<file path="src/hw/rtl/base32_sorted_block_codec_core_assert.svh">
// Assertion macros shared by the codec RTL files
`ifndef BASE32_SORTED_BLOCK_CODEC_CORE_ASSERT_SVH
`define BASE32_SORTED_BLOCK_CODEC_CORE_ASSERT_SVH

// Check a property on the rising clock edge, skipped while reset is high
`define B32_ASSERT(lbl, clk, rst, prop, msg) \
   lbl: assert property (@(posedge clk) disable iff (rst) (prop)) else $error(msg);

// Check a property on the rising clock edge, also during reset
`define B32_ASSERT_ALWAYS(lbl, clk, prop, msg) \
   lbl: assert property (@(posedge clk) (prop)) else $error(msg);

`endif

</file>
<file path="src/hw/rtl/b32sbc_pkg.sv">
// Package with types, codes and alphabet functions of the base32 block codec
package b32sbc_pkg;

   localparam int LANES        = 8;
   localparam int SYM_W        = 5;
   localparam int CHAR_W       = 8;
   localparam int DATA_W       = 64;
   localparam int BITS_W       = LANES * SYM_W;
   localparam int BLOCK_CNT_W  = 4;
   localparam int CSR_ADDR_W   = 3;
   localparam int CSR_DATA_W   = 32;

   localparam logic [BLOCK_CNT_W-1:0] MAX_BLOCKS = 4'd12;
   localparam logic [BLOCK_CNT_W-1:0] BLOCK_CNT_SAT = 4'd15;

   typedef logic [1:0] mode_type;
   localparam mode_type MODE_ENCODE   = 2'd0;
   localparam mode_type MODE_DECODE   = 2'd1;
   localparam mode_type MODE_VALIDATE = 2'd2;

   typedef logic [1:0] status_type;
   localparam status_type STATUS_OK       = 2'd0;
   localparam status_type STATUS_INVALID  = 2'd1;
   localparam status_type STATUS_TOO_LONG = 2'd2;

   localparam logic [0:0] CSR_IDX_MODE = 1'b0;

   localparam logic [CHAR_W-1:0] CHAR_DIGIT_LO = 8'd51;
   localparam logic [CHAR_W-1:0] CHAR_DIGIT_HI = 8'd57;
   localparam logic [CHAR_W-1:0] CHAR_ALPHA_LO = 8'd65;
   localparam logic [CHAR_W-1:0] CHAR_ALPHA_HI = 8'd89;
   localparam logic [CHAR_W-1:0] ALPHA_OFFSET  = 8'd58;
   localparam logic [SYM_W-1:0]  DIGIT_COUNT   = 5'd7;

   typedef struct packed {
      logic [CHAR_W-1:0] char_code;
      logic [SYM_W-1:0]  sym;
      logic              bad;
   } lane_result_type;

   typedef struct packed {
      logic [DATA_W-1:0] data;
      logic              last;
      status_type        status;
   } rsp_type;

   function automatic logic [CHAR_W-1:0] sym_to_char(input logic [SYM_W-1:0] sym);
      logic [CHAR_W-1:0] wide;
      wide = {{(CHAR_W-SYM_W){1'b0}}, sym};
      if (sym < DIGIT_COUNT) begin
         return wide + CHAR_DIGIT_LO;
      end
      return wide + ALPHA_OFFSET;
   endfunction

   function automatic logic [SYM_W:0] char_to_sym(input logic [CHAR_W-1:0] c);
      logic [CHAR_W-1:0] diff;
      diff = '0;
      if (c >= CHAR_DIGIT_LO && c <= CHAR_DIGIT_HI) begin
         diff = c - CHAR_DIGIT_LO;
         return {1'b0, diff[SYM_W-1:0]};
      end
      if (c >= CHAR_ALPHA_LO && c <= CHAR_ALPHA_HI) begin
         diff = c - ALPHA_OFFSET;
         return {1'b0, diff[SYM_W-1:0]};
      end
      return {1'b1, {SYM_W{1'b0}}};
   endfunction

endpackage

</file>
<file path="src/hw/rtl/base32_sorted_block_codec_core.sv">
// A result is registered in the output buffer before it is offered on rsp_valid.
// One block per cycle while req_ready is high; eight character lanes work on a block at once.
// A two-entry output buffer keeps req_ready high while one result waits on rsp_ready.
// Reset (synchronous, active high): mode returns to encode, identifier state clears,
// and the output buffer empties.
module base32_sorted_block_codec_core
   import b32sbc_pkg::*;
(
   input  logic                  clock,
   input  logic                  reset,
   input  logic                  req_valid,
   output logic                  req_ready,
   input  logic [DATA_W-1:0]     req_block_data,
   input  logic                  req_last_block,
   output logic                  rsp_valid,
   input  logic                  rsp_ready,
   output logic [DATA_W-1:0]     rsp_result_data,
   output logic                  rsp_result_last,
   output logic [1:0]            rsp_status,
   input  logic                  csr_psel,
   input  logic                  csr_penable,
   input  logic                  csr_pwrite,
   input  logic [CSR_ADDR_W-1:0] csr_paddr,
   input  logic [CSR_DATA_W-1:0] csr_pwdata,
   output logic [CSR_DATA_W-1:0] csr_prdata,
   output logic                  csr_pready
);

   mode_type                    mode_ff, mode_in;
   logic                        csr_write;
   logic                        accept;
   lane_result_type [LANES-1:0] lanes;
   rsp_type                     merged;
   rsp_type                     rsp_out;

   assign csr_pready = 1'b1;
   assign csr_write  = csr_psel & csr_penable & csr_pwrite & csr_pready;
   assign csr_prdata = (csr_paddr[CSR_ADDR_W-1] == CSR_IDX_MODE) ?
                       {{(CSR_DATA_W-2){1'b0}}, mode_ff} : '0;

   always_comb begin
      mode_in = mode_ff;
      if (csr_write && csr_paddr[CSR_ADDR_W-1] == CSR_IDX_MODE) begin
         mode_in = csr_pwdata[1:0];
      end
   end

   always_ff @(posedge clock) begin
      if (reset) begin
         mode_ff <= MODE_ENCODE;
      end else begin
         mode_ff <= mode_in;
      end
   end

   assign accept = req_valid & req_ready;

   for (genvar g = 0; g < LANES; g++) begin : g_lane
      b32sbc_lane u_lane (
         .enc_sym  (req_block_data[BITS_W-1-SYM_W*g -: SYM_W]),
         .dec_char (req_block_data[DATA_W-1-CHAR_W*g -: CHAR_W]),
         .lane_out (lanes[g])
      );
   end

   b32sbc_merge u_merge (
      .clock      (clock),
      .reset      (reset),
      .accept     (accept),
      .mode       (mode_ff),
      .last_block (req_last_block),
      .lanes      (lanes),
      .result     (merged)
   );

   b32sbc_skid u_skid (
      .clock     (clock),
      .reset     (reset),
      .in_valid  (accept),
      .in_data   (merged),
      .in_ready  (req_ready),
      .out_valid (rsp_valid),
      .out_data  (rsp_out),
      .out_ready (rsp_ready)
   );

   assign rsp_result_data = rsp_out.data;
   assign rsp_result_last = rsp_out.last;
   assign rsp_status      = rsp_out.status;

endmodule

</file>
<file path="src/hw/rtl/b32sbc_lane.sv">
// One character lane: symbol to character and character to symbol match
module b32sbc_lane
   import b32sbc_pkg::*;
(
   input  logic [SYM_W-1:0]  enc_sym,
   input  logic [CHAR_W-1:0] dec_char,
   output lane_result_type   lane_out
);

   logic [SYM_W:0] dec_match;

   assign dec_match          = char_to_sym(dec_char);
   assign lane_out.char_code = sym_to_char(enc_sym);
   assign lane_out.sym       = dec_match[SYM_W-1:0];
   assign lane_out.bad       = dec_match[SYM_W];

endmodule

</file>
<file path="src/hw/rtl/b32sbc_merge.sv">
// Merge of lane results, identifier state and status
module b32sbc_merge
   import b32sbc_pkg::*;
(
   input  logic                              clock,
   input  logic                              reset,
   input  logic                              accept,
   input  mode_type                          mode,
   input  logic                              last_block,
   input  lane_result_type [LANES-1:0]       lanes,
   output rsp_type                           result
);

`include "base32_sorted_block_codec_core_assert.svh"

   logic                   invalid_seen_ff, invalid_seen_in;
   logic [BLOCK_CNT_W-1:0] blocks_seen_ff, blocks_seen_in;
   logic [DATA_W-1:0]      enc_text;
   logic [BITS_W-1:0]      dec_bits;
   logic                   any_bad;
   logic                   text_mode;
   logic                   too_long;
   logic                   invalid_now;

   always_comb begin
      enc_text = '0;
      dec_bits = '0;
      any_bad  = 1'b0;
      for (int i = 0; i < LANES; i++) begin
         enc_text[DATA_W-1-CHAR_W*i -: CHAR_W] = lanes[i].char_code;
         dec_bits[BITS_W-1-SYM_W*i -: SYM_W]   = lanes[i].sym;
         any_bad = any_bad | lanes[i].bad;
      end
   end

   assign text_mode   = (mode != MODE_ENCODE);
   assign too_long    = (blocks_seen_ff >= MAX_BLOCKS);
   assign invalid_now = invalid_seen_ff | (text_mode & any_bad);

   always_comb begin
      result.last = last_block;
      case (mode)
         MODE_ENCODE: result.data = enc_text;
         MODE_DECODE: result.data = {{(DATA_W-BITS_W){1'b0}}, dec_bits};
         default:     result.data = '0;
      endcase
      if (too_long) begin
         result.status = STATUS_TOO_LONG;
      end else if (invalid_now) begin
         result.status = STATUS_INVALID;
      end else begin
         result.status = STATUS_OK;
      end
   end

   always_comb begin
      invalid_seen_in = invalid_seen_ff;
      blocks_seen_in  = blocks_seen_ff;
      if (accept) begin
         if (last_block) begin
            invalid_seen_in = 1'b0;
            blocks_seen_in  = '0;
         end else begin
            invalid_seen_in = invalid_now;
            if (blocks_seen_ff != BLOCK_CNT_SAT) begin
               blocks_seen_in = blocks_seen_ff + 1'b1;
            end
         end
      end
   end

   always_ff @(posedge clock) begin
      if (reset) begin
         invalid_seen_ff <= 1'b0;
         blocks_seen_ff  <= '0;
      end else begin
         invalid_seen_ff <= invalid_seen_in;
         blocks_seen_ff  <= blocks_seen_in;
      end
   end

   `B32_ASSERT(a_clear_after_last, clock, reset,
      accept && last_block |=> blocks_seen_ff == '0 && !invalid_seen_ff,
      "identifier state not cleared after last block")
   `B32_ASSERT(a_invalid_from_text, clock, reset,
      $rose(invalid_seen_ff) |-> $past(mode) != MODE_ENCODE,
      "invalid flag raised by an encode transaction")
   `B32_ASSERT(a_status_code, clock, reset, result.status <= STATUS_TOO_LONG,
      "status outside the defined codes")

endmodule

</file>
<file path="src/hw/rtl/b32sbc_skid.sv">
// Two-entry output buffer for result transactions
module b32sbc_skid
   import b32sbc_pkg::*;
(
   input  logic    clock,
   input  logic    reset,
   input  logic    in_valid,
   input  rsp_type in_data,
   output logic    in_ready,
   output logic    out_valid,
   output rsp_type out_data,
   input  logic    out_ready
);

`include "base32_sorted_block_codec_core_assert.svh"

   logic    main_valid_ff, main_valid_in;
   logic    skid_valid_ff, skid_valid_in;
   rsp_type main_ff, main_in;
   rsp_type skid_ff, skid_in;
   logic    drain;

   assign drain     = main_valid_ff & out_ready;
   assign in_ready  = ~skid_valid_ff;
   assign out_valid = main_valid_ff;
   assign out_data  = main_ff;

   always_comb begin
      main_valid_in = main_valid_ff;
      skid_valid_in = skid_valid_ff;
      main_in       = main_ff;
      skid_in       = skid_ff;
      if (drain) begin
         if (skid_valid_ff) begin
            main_in       = skid_ff;
            skid_valid_in = 1'b0;
         end else begin
            main_valid_in = in_valid;
            main_in       = in_data;
         end
      end else if (in_valid) begin
         if (main_valid_ff) begin
            skid_in       = in_data;
            skid_valid_in = 1'b1;
         end else begin
            main_in       = in_data;
            main_valid_in = 1'b1;
         end
      end
   end

   always_ff @(posedge clock) begin
      if (reset) begin
         main_valid_ff <= 1'b0;
         skid_valid_ff <= 1'b0;
      end else begin
         main_valid_ff <= main_valid_in;
         skid_valid_ff <= skid_valid_in;
      end
      main_ff <= main_in;
      skid_ff <= skid_in;
   end

   `B32_ASSERT_ALWAYS(a_skid_needs_main, clock, reset || !skid_valid_ff || main_valid_ff,
      "skid entry held without a main entry")
   `B32_ASSERT(a_skid_holds, clock, reset,
      skid_valid_ff && !out_ready |=> skid_valid_ff && $stable(skid_ff),
      "skid entry lost while output stalled")
   `B32_ASSERT(a_out_holds, clock, reset,
      out_valid && !out_ready |=> out_valid && $stable(out_data),
      "output transaction changed while stalled")

endmodule

</file>
<file path="config.mk">
export PLATFORM = sky130hd
export DESIGN_NAME = base32_sorted_block_codec_core
export DESIGN_NICKNAME = d
export VERILOG_FILES = /design/src/hw/rtl/b32sbc_pkg.sv /design/src/hw/rtl/base32_sorted_block_codec_core.sv /design/src/hw/rtl/b32sbc_lane.sv /design/src/hw/rtl/b32sbc_merge.sv /design/src/hw/rtl/b32sbc_skid.sv
export VERILOG_INCLUDE_DIRS = /design/src /design/src/hw/rtl
export SDC_FILE = /design/constraint.sdc
export NUM_CORES = 1
export LEC_CHECK = 0
export BUFFER_PORTS_ARGS = -buffer_cell sky130_fd_sc_hd__buf_2
export CELL_PAD_IN_SITES_DETAIL_PLACEMENT = 1
export CELL_PAD_IN_SITES_GLOBAL_PLACEMENT = 2
export CORE_MARGIN = 2
export CORE_UTILIZATION = 31
export DETAILED_ROUTE_END_ITERATION = 8
export GPL_ROUTABILITY_DRIVEN = 0
export HOLD_SLACK_MARGIN = 0.06
export PLACE_DENSITY_LB_ADDON = 0.12
export SLEW_MARGIN = 10
export SYNTH_ARGS = -nofsm -noshare
export SYNTH_HDL_FRONTEND = slang
export SYNTH_SLANG_ARGS = --single-unit
export TNS_END_PERCENT = 10
</file>
<file path="constraint.sdc">
create_clock -name clock -period 6.1 [get_ports clock]
set_input_delay 0.61 -clock clock [delete_from_list [all_inputs] [get_ports clock]]
set_output_delay 0.61 -clock clock [all_outputs]
set_load 0.03 [all_outputs]
</file>
* Word-level counts from Yosys, hierarchy flattened *
Index checks and enable logic that the tools add are counted.

storage, ports and cells
  register bits after elaboration = 143
  latch bits = 0
  RAM bits = 0
  memory bits (read-only) = 0
  output and inout bits = 102
  memories kept = 0

cells by class
  add/subtract/negate cells = 33
  multiply operators = 0
  divide/modulo/power cells = 0
  magnitude comparators = 41
  equality and inequality tests = 4
  shift operators = 0
  muxes and demuxes = 94
  bitwise gates (word level) = 16
  reductions and logical operators = 27

operators with widths
  cell                   count
  $mux W67               4
  $mux W6                32
  $mux W8                16
  $pmux W64 S2           1
  $add A5 B6 Y7 const B  16
  $sub A5 B5 Y5 const B  16
  $ge A8 B6 Y1 const B   8
  $ge A8 B7 Y1 const B   8
  $le A8 B6 Y1 const B   8
  $le A8 B7 Y1 const B   8
  $lt A5 B3 Y1 const B   8
  $mux W1                37
  $logic_and A1 B1 Y1    17
  $mux W4                2
  $or A1 B1 Y1           8
  $reduce_and A2 Y1      4
  $reduce_bool A2 Y1     3
  $and A1 B1 Y1          5
  $add A4 B1 Y4 const B  1
  $ge A4 B4 Y1 const B   1
  $mux W2                2
  $ne A2 B2 Y1 const B   2
  $ne A4 B4 Y1 const B   1
  $not A1 Y1             3
  4 further kinds        4

* Logic depth before layout (Yosys ltp) *
Gate-level depths: netlist of the first run.

  depth after elaboration = 20
  mapped depth = 9
  gate-level depth less buffers = 8

* Modules after synthesis *
A second synthesis of the first run with hierarchy kept.

unflattened totals
  cell total of the unflattened synthesis = 933
  area total of the unflattened synthesis = 10,287.4 um^2

by module, submodules not included
  module                          times used  cells an instance  area each (um^2)  sequential area each (um^2)
  b32sbc_skid                     1           219                5,047.3           4,063.9
  b32sbc_lane                     8           65                 479.2             0.0
  b32sbc_merge                    1           149                1,047.3           100.1
  base32_sorted_block_codec_core  1           45                 359.1             40.0

* Worst setup path before layout of the first run *
OpenSTA, ideal clock, no wires.

  path kind = reg-to-reg
  start point = reg u_skid.skid_valid_ff
  end point = reg u_skid.main_ff (netlist bit u_skid.out_data[0]) (enable)
  data arrival time = 5.209 ns
  data required time = 5.526 ns
  setup slack = 0.316 ns
  stages on the path, launching flop included = 4
  path buffers = 0
  period minus slack after synthesis = 5.784 ns
  cell sequence = dfxtp_1 -> inv_1 -> nand2_1 -> o21ai_0

between the ends
  word-level cells in the longest chain between the ends = 4

ends and longest elaborated chain
  element                              line                                  source
  start, declared                      b32sbc_skid.sv:18                     logic skid_valid_ff, skid_valid_in;
  start signal, assigned               b32sbc_skid.sv:58                     skid_valid_ff <= skid_valid_in;
  $not A1 Y1                           b32sbc_skid.sv:24                     assign in_ready = ~skid_valid_ff;
  net req_ready                        base32_sorted_block_codec_core.sv:12  output logic req_ready,
  $and A1 B1 Y1                        base32_sorted_block_codec_core.sv:56  assign accept = req_valid & req_ready;
  $reduce_bool A2 Y1 (no source line)  --
  $reduce_and A2 Y1 (no source line)   --
  end signal, assigned                 b32sbc_skid.sv:60                     main_ff <= main_in;
  end, declared                        b32sbc_skid.sv:19                     rsp_type main_ff, main_in;

The timed path passes the listed nets, and every way through them passes these cells.
A chain may end at the register's enable or synchronous reset.

==> results.md, run 1 <==
| Quantity | Value | Unit |
|:---|:---|:---|
| Ant. Diodes | 0 | - |
| Start-to-end type of the worst setup path | register to register | - |
| Final Skew | 10.6 | ps |
| Number of optimization iterations in the first detailed-route pass | 4 | - |
| Post-detail-place hpwl | 19300 | um |
| Number of warnings printed during yosys synthesis | 0 | - |
| Period minus WS final | 2850 | ps |
| RSZ-0062 raised after global routing | no | - |
| Power Dens Cells | 253 | nW/um2 |
| Final max-slew violation count | 0 | - |
| Worst slew margin relative to its limit | 30.9 | % |
| Count of state elements after synthesis | 137 | - |
| CTS tree | yes | - |
| Worst slack on hold paths | 423 | ps |
| Syn_area_per_cell | 10.0 | um2 |
| Utilization after layout | 36.9 | % |
| Worst Path Required | 6290 | ps |
| Synth cell types | 82 | - |
| Cts repair resizes | 0 | - |
| Fraction of layout cells with a size suffix above 1 | 22.3 | % |
| Starting density of the core | 31.6 | % |
| Kind of path behind the tightest hold check | input pin to register | - |
| Area growth from synthesis to final layout | 16.6 | % |
| Cells after synthesis | 939 | - |
| Clock latency reported for the late side of the worst-skew pair | 430 | ps |
| DRC marker count from the first detailed-route iteration | 344 | - |
| Number of global-route vias before repair | 7439 | - |
| Async set-or-reset flop fraction in the synthesized netlist | 0 | % |
| Initial antenna violation count | 0 | - |
| Arrival time of data at the critical path endpoint | 3040 | ps |
| CP startpoint kind | register | - |
| Summed instance area of the synthesized netlist | 9430 | um2 |
| Aggregate global-route resource usage | 17.5 | % |
| Post-synth EDFFs | 128 | - |
| FF+latch area | 4020 | um2 |
| Count of endpoints failing hold in the final timing report | 0 | - |
| DRC errors left | 0 | - |
| Count of buffers added by post-CTS timing repair for setup | 0 | - |
| Chip Width | 178 | um |
| Worst voltage drop across the vdd grid | 0.176 | mV |
| Core Rows | 63 | - |
| Leading cell type in the layout, fill and taps excluded | sky130_fd_sc_hd__buf_2 | - |
| Most used DFF post-synth | sky130_fd_sc_hd__edfxtp_1 | - |
| Number of buffers on the longest clock path | 2 | - |
| Leak pwr | 4.42 | nW |
| Top achievable clock speed | 351 | MHz |
| Number of fillers in the final layout | 3430 | - |
| Total area of multi-input combinational cells | 4890 | um2 |
| Power, Total | 2.78 | mW |
| Endpoint type of the worst setup path | register | - |
| Worst-path clk slew | 70 | ps |
| Total CTS buffers | 17 | - |
| Sum Neg Setup Slack | 0 | ps |
| Core Box Area | 29800 | um2 |
| Status | finished clean | - |
| Clk root buf | sky130_fd_sc_hd__clkbuf_16 | - |
| Global-route wire length before repair | 42500 | um |
| Average vias per placed instance | 5.06 | - |
| Vertical die dimension | 178 | um |
| Proportion of synthesized chip area in sequential cells | 42.7 | % |
| Total vias in the final route | 7390 | - |
| Maximum fanout along the worst path | 14 | - |
| Final setup margin | 3250 | ps |
| Port Buffers | 142 | - |
| Top library cells by usage in the layout, fill and taps aside | sky130_fd_sc_hd__buf_2, sky130_fd_sc_hd__edfxtp_1, sky130_fd_sc_hd__nand2_1 | - |
| Final worst-path cycle share | 46.7 | % |
| Aggregate routed wire length | 27400 | um |
| Num ports | 209 | - |
| Quantity of hold-fixing buffers added after cts | 0 | - |
| Final net count | 1241 | - |
| H-tree levels | 4 | - |
| Routed Antenna Nets | 0 | - |
| Area enclosed by the die boundary | 31800 | um2 |
| Pre-CTS setup slack | 2920 | ps |
| Number of sinks handled by clock tree synthesis | 137 | - |
| Total of max-cap violations | 0 | - |
| Pin count of the biggest net entering global routing | 52 | - |
| Final setup viols | 0 | - |
| Drt wl/cell | 18.7 | um |
| Worst-margin pin slew | 1040 | ps |
| Global route overflow | 0 | - |
[final timing paths]
path	start	end	slack [ps]	cells past startpoint
worst max register to register	mode_ff[1]$_SDFFE_PP0P_	u_skid.out_data[12]$_DFFE_PP_	3250	5
worst max-delay path	mode_ff[1]$_SDFFE_PP0P_	u_skid.out_data[12]$_DFFE_PP_	3250	5
worst min register to register	u_merge.blocks_seen_ff[3]$_SDFFE_PP0P_	u_merge.blocks_seen_ff[3]$_SDFFE_PP0P_	500	2
worst min-delay path	rsp_ready	u_skid.skid_valid_ff$_SDFFE_PP0P_	420	2
[cells by family (layout without fill, tap and decap cells)]
family | after synthesis | in the layout | synth area share, %
adder cells (fa/ha/maj) | 76 | 76 | 10.1
XOR/XNOR | 34 | 34 | 3.16
AND/OR/NAND/NOR | 249 | 249 | 13.0
other | 2 | 34 | 0.0796
buffers and inverters | 138 | 238 | 7.01
multiplexers | 48 | 48 | 5.68
AO/OA/AOI/OAI | 255 | 255 | 18.3
flip-flops | 137 | 137 | 42.7
[routing by layer]
metal	part of all wire (%)	GRT usage, %
met5	0	0
met3	3.1	2.79
met4	1.2	4.47
met2	46	27.7
met1	50	24.6
[final cells by class]
cell class,count,area share [%]
Tap cell,390,4.44
Timing Repair Buffer,149,7.06
Sequential cell,137,36.6
Clock inverter,12,1.51
Multi-Input combinational cell,696,44.5
Clock buffer,20,3.97
Inverter,57,1.95
[metrics by stage]
step / cell area [um2] / instances
detailed placement: 10400 / 1428
CTS: 11000 / 1460
finish: 11000 / 1461
floorplan: 9550 / 971
global placement: 10400 / 1428
global route: 11000 / 1461
[worst max-delay path, stage by stage (launching register included)]
cell and delay, ps:
sky130_fd_sc_hd__dfxtp_1 670, sky130_fd_sc_hd__buf_4 310, sky130_fd_sc_hd__nand2b_1 760, sky130_fd_sc_hd__nor2_1 260, sky130_fd_sc_hd__a32o_1 340, sky130_fd_sc_hd__mux2_2 260
[cell usage after synthesis, drive strengths merged, types with 5 or more instances]
cell type / count / share of area, %
a21oi: 57 / 3.0
ha: 76 / 10
edfxtp: 128 / 41
o21bai: 5 / 0.40
o21a: 8 / 0.64
dfxtp: 9 / 1.9
nor4b: 5 / 0.62
nor2b: 9 / 0.60
o22ai: 15 / 1.0
a31oi: 10 / 0.66
xnor2: 30 / 2.8
o21ai: 52 / 2.8
mux2: 41 / 4.9
clkbuf: 35 / 1.4
nand3: 10 / 0.53
nand3b: 5 / 0.40
o31ai: 15 / 1.2
a21o: 11 / 0.89
nor3b: 5 / 0.40
nand4: 5 / 0.33
nand2b: 9 / 0.60
inv: 57 / 2.3
a2111oi: 5 / 0.53
nand2: 79 / 3.1
a22oi: 7 / 0.56
mux2i: 7 / 0.74
nor2: 74 / 2.9
or3: 5 / 0.33
buf: 46 / 3.3
a211oi: 19 / 1.6
nor3: 19 / 1.0
[power breakdown]
group	internal [mW]	total (mW)	leakage [nW]	switching, mW
Combinational	0.180	0.553	2.85	0.374
Clock	0.650	1.10	0.286	0.448
Sequential	1.11	1.12	1.29	0.0174
[registers in the layout, summed over array words and instances (netlist names)]
register and cells:
u_skid.skid_ff 64, u_merge.invalid_seen_ff 1, u_skid.skid_valid_ff 1, u_skid.out_valid 1
u_merge.blocks_seen_ff 4, u_skid.out_data 64, mode_ff 2
(Power assumes the default switching activity.)
==> inputs of run 2 (changes only) <==
- clock period: 6.1 -> 2.46 ns (I/O delays scaled with it)
==> results.md, run 2 (synthesis results as in run 1) <==
| Quantity | Value | Unit |
|:---|:---|:---|
| Final net count | 1294 | - |
| Start-to-end type of the worst setup path | register to register | - |
| Num ports | 209 | - |
| Power, Total | 7.00 | mW |
| Worst voltage drop across the vdd grid | 0.438 | mV |
| Starting density of the core | 31.6 | % |
| Worst slack on hold paths | 92.7 | ps |
| Top achievable clock speed | 491 | MHz |
| Worst Path Required | 2640 | ps |
| DRC errors left | 0 | - |
| Worst-path clk slew | 70 | ps |
| Clock network power share | 39.7 | % |
| Number of global-route vias before repair | 7720 | - |
| Length of routed met2 wiring | 12800 | um |
| Leading cell type in the layout, fill and taps excluded | sky130_fd_sc_hd__buf_2 | - |
| Global-route wire length before repair | 43700 | um |
| Total of max-cap violations | 0 | - |
| Chip Width | 178 | um |
| M1 WL | 13800 | um |
| Worst slew margin relative to its limit | 48.8 | % |
| Kind of path behind the tightest hold check | input pin to register | - |
| Hold Crit Depth | 3 | - |
| Area enclosed by the die boundary | 31800 | um2 |
| Launching point of the worst reg2reg path | mode_ff[1]$_SDFFE_PP0P_ | - |
| Drt wl/cell | 18.2 | um |
| Leak pwr | 4.70 | nW |
| RSZ-0062 raised after global routing | no | - |
| Count of endpoints failing hold in the final timing report | 0 | - |
| Combinational Power Share | 20.3 | % |
| Number of optimization iterations in the first detailed-route pass | 5 | - |
| Internal power | 4.95 | mW |
| CP startpoint kind | register | - |
| Power Dens Cells | 612 | nW/um2 |
| Area growth from synthesis to final layout | 21.2 | % |
| Global route overflow | 0 | - |
| Switching part of the total | 29.2 | % |
| Start point of the worst min-delay path | csr_pwdata[1] | - |
| Slowest library cell on the worst path | sky130_fd_sc_hd__dfxtp_1 | - |
| Slowest Stage Delay on Critical Path | 600 | ps |
| Status | finished clean | - |
| DRC marker count from the first detailed-route iteration | 364 | - |
| Endpoint type of the worst setup path | register | - |
| Top library cells by usage in the layout, fill and taps aside | sky130_fd_sc_hd__buf_2, sky130_fd_sc_hd__edfxtp_1, sky130_fd_sc_hd__nand2_1 | - |
| Post-detail-place hpwl | 20500 | um |
| Port Buffers | 142 | - |
| Switching Power | 2.04 | mW |
| Maximum fanout along the worst path | 18 | - |
| Aggregate routed wire length | 27600 | um |
| Final max-slew violation count | 0 | - |
| Part of the total power dissipated in sequential elements | 40.0 | % |
| Number of sinks handled by clock tree synthesis | 137 | - |
| H-tree levels | 4 | - |
| CTS tree | yes | - |
| Final setup viols | 0 | - |
| R2r endpoint | u_skid.out_data[55]$_DFFE_PP_ | - |
| Aggregate global-route resource usage | 17.8 | % |
| Ant. Diodes | 0 | - |
| Routed wl met3 | 777 | um |
| Number of fillers in the final layout | 3430 | - |
| Final worst-path cycle share | 82.8 | % |
| Core Rows | 63 | - |
| Total CTS buffers | 17 | - |
| First element of the critical path | mode_ff[1]$_SDFFE_PP0P_ | - |
| Period minus WS final | 2040 | ps |
| Vertical die dimension | 178 | um |
| Register-to-Register Path Depth | 4 | - |
| Clock latency reported for the late side of the worst-skew pair | 430 | ps |
| Clk root buf | sky130_fd_sc_hd__clkbuf_16 | - |
| Buffers plus inverters on the worst setup path | 1 | - |
| Number of buffers on the longest clock path | 2 | - |
| Routed Antenna Nets | 0 | - |
| Final Skew | 11.3 | ps |
| Uppermost signal routing layer after detailed routing | met4 | - |
| Utilization after layout | 38.3 | % |
| Worst Hold Endpoint | mode_ff[1]$_SDFFE_PP0P_ | - |
| Critical path, cell by cell | or2_2 > buf_4 > nor2_1 > mux2_2 | - |
| Gate family responsible for the most delay along the worst path | flip-flops | - |
| Pin count of the biggest net entering global routing | 65 | - |
| Initial antenna violation count | 0 | - |
| Arrival time of data at the critical path endpoint | 2220 | ps |
| Fraction of layout cells with a size suffix above 1 | 25.8 | % |
| Worst-margin pin slew | 761 | ps |
| Average vias per placed instance | 4.99 | - |
| Total vias in the final route | 7557 | - |
| Core Box Area | 29800 | um2 |
| Setup slack on the worst flop-to-flop path | 420 | ps |
-- run 2: metrics by stage --
| step | setup TNS (ps) | cells | setup slack (ps) | cell area, um2 |
|---|---|---|---|---|
| 2_1_floorplan | -14980 | 971 | -234 | 9560 |
| 4_1_cts | 0 | 1514 | 386 | 11400 |
| 3_3_place_gp | 0 | 1481 | 19.8 | 10800 |
| 6_report | 0 | 1514 | 424 | 11400 |
| 3_5_place_dp | -24.6 | 1481 | -14.9 | 10800 |
| 5_1_grt | 0 | 1514 | 252 | 11400 |
-- run 2: what timing repair did --
item	CTS	global route
hold endpoints to repair	1	0
setup buffers	0	0
resized for setup	0	0
hold buffers	1	0
-- run 2: metal layers --
layer,up-vias,global-route usage (%)
met4,0,4.00
li1,3728,-
met3,13,2.41
met5,-,0
met2,139,29.2
met1,3677,24.9
-- run 2: area by class of cell --
type / count / area, um2 / area share, %
inverters: 57 / 214 / 1.87
well taps: 390 / 488 / 4.27
flip-flops and latches: 137 / 4020 / 35.2
multi-input cells: 696 / 4880 / 42.8
clock inverters: 12 / 189 / 1.65
clock buffers: 20 / 437 / 3.82
repair buffers: 202 / 1190 / 10.4
-- run 2: worst max path at each step --
stage | slack, ps | end | cells past startpoint
detailed placement | -10 | u_skid.out_data[17]$_DFFE_PP_ | 9
global placement | 20 | u_skid.out_data[17]$_DFFE_PP_ | 9
CTS | 390 | u_skid.out_data[44]$_DFFE_PP_ | 4
floorplan | -230 | u_skid.skid_ff[0]$_DFFE_PP_ | 1
finish | 420 | u_skid.out_data[55]$_DFFE_PP_ | 4
global route | 250 | u_skid.out_data[19]$_DFFE_PP_ | 9
-- run 2: worst min-delay path, delay by kind of cell --
kind | cells | cell delay [ps]
buf+inv | 1 | 70
mux | 1 | 80
simple gates | 1 | 90
-- run 2: power groups by stage --
| stage | Clock (mW) | Combinational (mW) | Sequential (mW) |
|---|---|---|---|
| 2_1_floorplan | 0 | 0.759 | 3.06 |
| 3_3_place_gp | 0 | 1.42 | 2.85 |
| 3_5_place_dp | 0 | 1.43 | 2.85 |
| 4_1_cts | 2.85 | 1.44 | 2.80 |
| 5_1_grt | 2.93 | 1.58 | 2.81 |
| 6_report | 2.78 | 1.42 | 2.80 |
==> inputs of run 3 (changes only) <==
- clock period: 2.46 -> 1.7 ns (I/O delays scaled with it)
==> results.md, run 3 (synthesis results as in run 1) <==
| Quantity | Value | Unit |
|:---|:---|:---|
| Status | complete, but fails checks | - |
| Violations in the final reports | setup timing | - |
| Filler-free cell count of the finished design | 1705 | - |
| Start-to-end type of the worst setup path | input pin to register | - |
| Initial antenna violation count | 0 | - |
| Drt wl/cell | 17.6 | um |
| Port Buffers | 142 | - |
| Kind of path behind the tightest hold check | input pin to register | - |
| Switching Power | 3.17 | mW |
| Worst Path Required | 1890 | ps |
| Maximum fanout along the worst path | 5 | - |
| Combinational Power Share | 24.4 | % |
| Number of sinks handled by clock tree synthesis | 137 | - |
| CP startpoint kind | input pin | - |
| Routed wl met3 | 976 | um |
| Final worst-path cycle share | 100 | % |
| Number of global-route vias before repair | 8639 | - |
| DRC errors left | 0 | - |
| Clock latency reported for the late side of the worst-skew pair | 440 | ps |
| Global route overflow | 0 | - |
| Number of buffers on the longest clock path | 2 | - |
| Total vias in the final route | 8292 | - |
| Arrival time of data at the critical path endpoint | 1890 | ps |
| Count of placed standard cells including taps | 1658 | - |
| Worst-path clk slew | 60 | ps |
| Gate family responsible for the most delay along the worst path | compound AO/OA/AOI/OAI gates | - |
| Final setup margin | -2.42 | ps |
| Total CTS buffers | 17 | - |
| Post-detail-place hpwl | 23100 | um |
| Clock network power share | 36.6 | % |
| Slowest library cell on the worst path | sky130_fd_sc_hd__or4b_4 | - |
| Period minus WS final | 1700 | ps |
| Pin count of the biggest net entering global routing | 37 | - |
| Final setup viols | 1 | - |
| Fraction of layout cells with a size suffix above 1 | 40.8 | % |
| Power Dens Cells | 777 | nW/um2 |
| Number of fillers in the final layout | 3367 | - |
| Utilization after layout | 44.8 | % |
| Starting density of the core | 31.6 | % |
| Chip Width | 178 | um |
| Worst voltage drop across the vdd grid | 0.720 | mV |
| Routed Antenna Nets | 0 | - |
| Length of routed met2 wiring | 14500 | um |
| Area growth from synthesis to final layout | 41.7 | % |
| Number of optimization iterations in the first detailed-route pass | 4 | - |
| DRC marker count from the first detailed-route iteration | 259 | - |
| Slowest Stage Delay on Critical Path | 480 | ps |
| Switching part of the total | 30.5 | % |
| Clk root buf | sky130_fd_sc_hd__clkbuf_16 | - |
| Leak pwr | 5.70 | nW |
| Internal power | 7.22 | mW |
| Total of max-cap violations | 0 | - |
| Endpoint type of the worst setup path | register | - |
| M1 WL | 14200 | um |
| Core Rows | 63 | - |
| Vertical die dimension | 178 | um |
| Area enclosed by the die boundary | 31800 | um2 |
| Part of the total power dissipated in sequential elements | 39.0 | % |
| Top library cells by usage in the layout, fill and taps aside | sky130_fd_sc_hd__buf_4, sky130_fd_sc_hd__buf_2, sky130_fd_sc_hd__edfxtp_1 | - |
| Leading cell type in the layout, fill and taps excluded | sky130_fd_sc_hd__buf_4 | - |
| Aggregate global-route resource usage | 19.3 | % |
| Critical path, cell by cell | buf_8 > clkinvlp_4 > ha_4 > or4b_4 > a311oi_4 > a21o_4 > o22ai_2 > a21o_1 > mux2_4 | - |
| Aggregate routed wire length | 30100 | um |
| Average vias per placed instance | 4.86 | - |
| Top achievable clock speed | 587 | MHz |
| RSZ-0062 raised after global routing | yes | - |
| Ant. Diodes | 0 | - |
| Buffers plus inverters on the worst setup path | 2 | - |
| Num ports | 209 | - |
| Final Skew | 11.2 | ps |
| Final net count | 1485 | - |
| H-tree levels | 4 | - |
| Global-route wire length before repair | 47200 | um |
| Pre-CTS setup slack | -728 | ps |
| Count of endpoints failing hold in the final timing report | 0 | - |
| CTS tree | yes | - |
| Uppermost signal routing layer after detailed routing | met4 | - |
| Core Box Area | 29800 | um2 |
| Final max-slew violation count | 0 | - |
-- run 3: cell types whose count changed in the layout (fill, tap and decap cells not counted), moves of 6 or more --
cell                            change
sky130_fd_sc_hd__buf_4            +180
sky130_fd_sc_hd__ha_1              -11
sky130_fd_sc_hd__inv_1             -11
sky130_fd_sc_hd__ha_4               +8
sky130_fd_sc_hd__o21ai_0            -8
sky130_fd_sc_hd__buf_12             +6
sky130_fd_sc_hd__buf_2              -6
sky130_fd_sc_hd__dlygate4sd3_1      +6
-- run 3: layout make-up --
| class | instances | area [um2] | area share, % |
|---|---|---|---|
| clock buffers | 18 | 429 | 3.21 |
| clock inverters | 14 | 159 | 1.19 |
| inverters | 57 | 248 | 1.85 |
| flip-flops and latches | 137 | 4030 | 30.2 |
| well taps | 390 | 488 | 3.65 |
| repair buffers | 393 | 2750 | 20.6 |
| multi-input cells | 696 | 5250 | 39.3 |
-- run 3: per-layer routing --
metal | GRT usage (%) | up-vias
li1 | - | 4125
met1 | 25.7 | 3988
met2 | 33.1 | 150
met3 | 2.66 | 29
met4 | 4.47 | 0
met5 | 0 | -
-- run 3: worst register-to-register path: stages (launching register included) --
cell                       delay (ps)
sky130_fd_sc_hd__dfxtp_2          360
sky130_fd_sc_hd__or2_2            360
sky130_fd_sc_hd__buf_12           170
sky130_fd_sc_hd__buf_12           160
sky130_fd_sc_hd__a211oi_1         290
sky130_fd_sc_hd__mux2_2           220
-- run 3: metrics by stage --
| stage | total power [mW] | hold WS, ps | setup TNS [ps] | area [um2] |
|---|---|---|---|---|
| finish | 10.4 | 232 | -2.42 | 13400 |
| global route | 10.9 | 255 | -1360 | 13400 |
| CTS | 10.4 | 243 | -132 | 13200 |
| detailed placement | 6.55 | 430 | -33620 | 12300 |
| global placement | 6.51 | 417 | -30280 | 12300 |
| floorplan | 5.56 | 260 | -39000 | 9680 |
-- run 3: timing repair --
item                                    CTS  global route
setup buffers                             5             3
endpoints found under the setup margin   37            50
pin swaps                                 8            20
endpoints found under the hold margin     7             0
resized for setup                        40            50
hold buffers                              7             0
-- run 3: path summary, 6_finish.rpt --
kind | start | to | slack, ps | depth (start not counted)
max | req_block_data[16] | u_skid.out_data[16]$_DFFE_PP_ | -2 | 9
min | csr_penable | mode_ff[0]$_SDFFE_PP0P_ | 230 | 4
max reg2reg | mode_ff[0]$_SDFFE_PP0P_ | u_skid.out_data[49]$_DFFE_PP_ | 20 | 5
min reg2reg | u_merge.blocks_seen_ff[3]$_SDFFE_PP0P_ | u_merge.blocks_seen_ff[3]$_SDFFE_PP0P_ | 500 | 2
-- run 3: power by group through the flow --
stage | Sequential (mW) | Combinational (mW) | Clock, mW
after detailed placement | 4.12 | 2.42 | 0
after global placement | 4.12 | 2.39 | 0
final | 4.05 | 2.53 | 3.81
after global routing | 4.07 | 2.77 | 4.03
after floorplan | 4.43 | 1.12 | 0
after CTS | 4.06 | 2.50 | 3.88
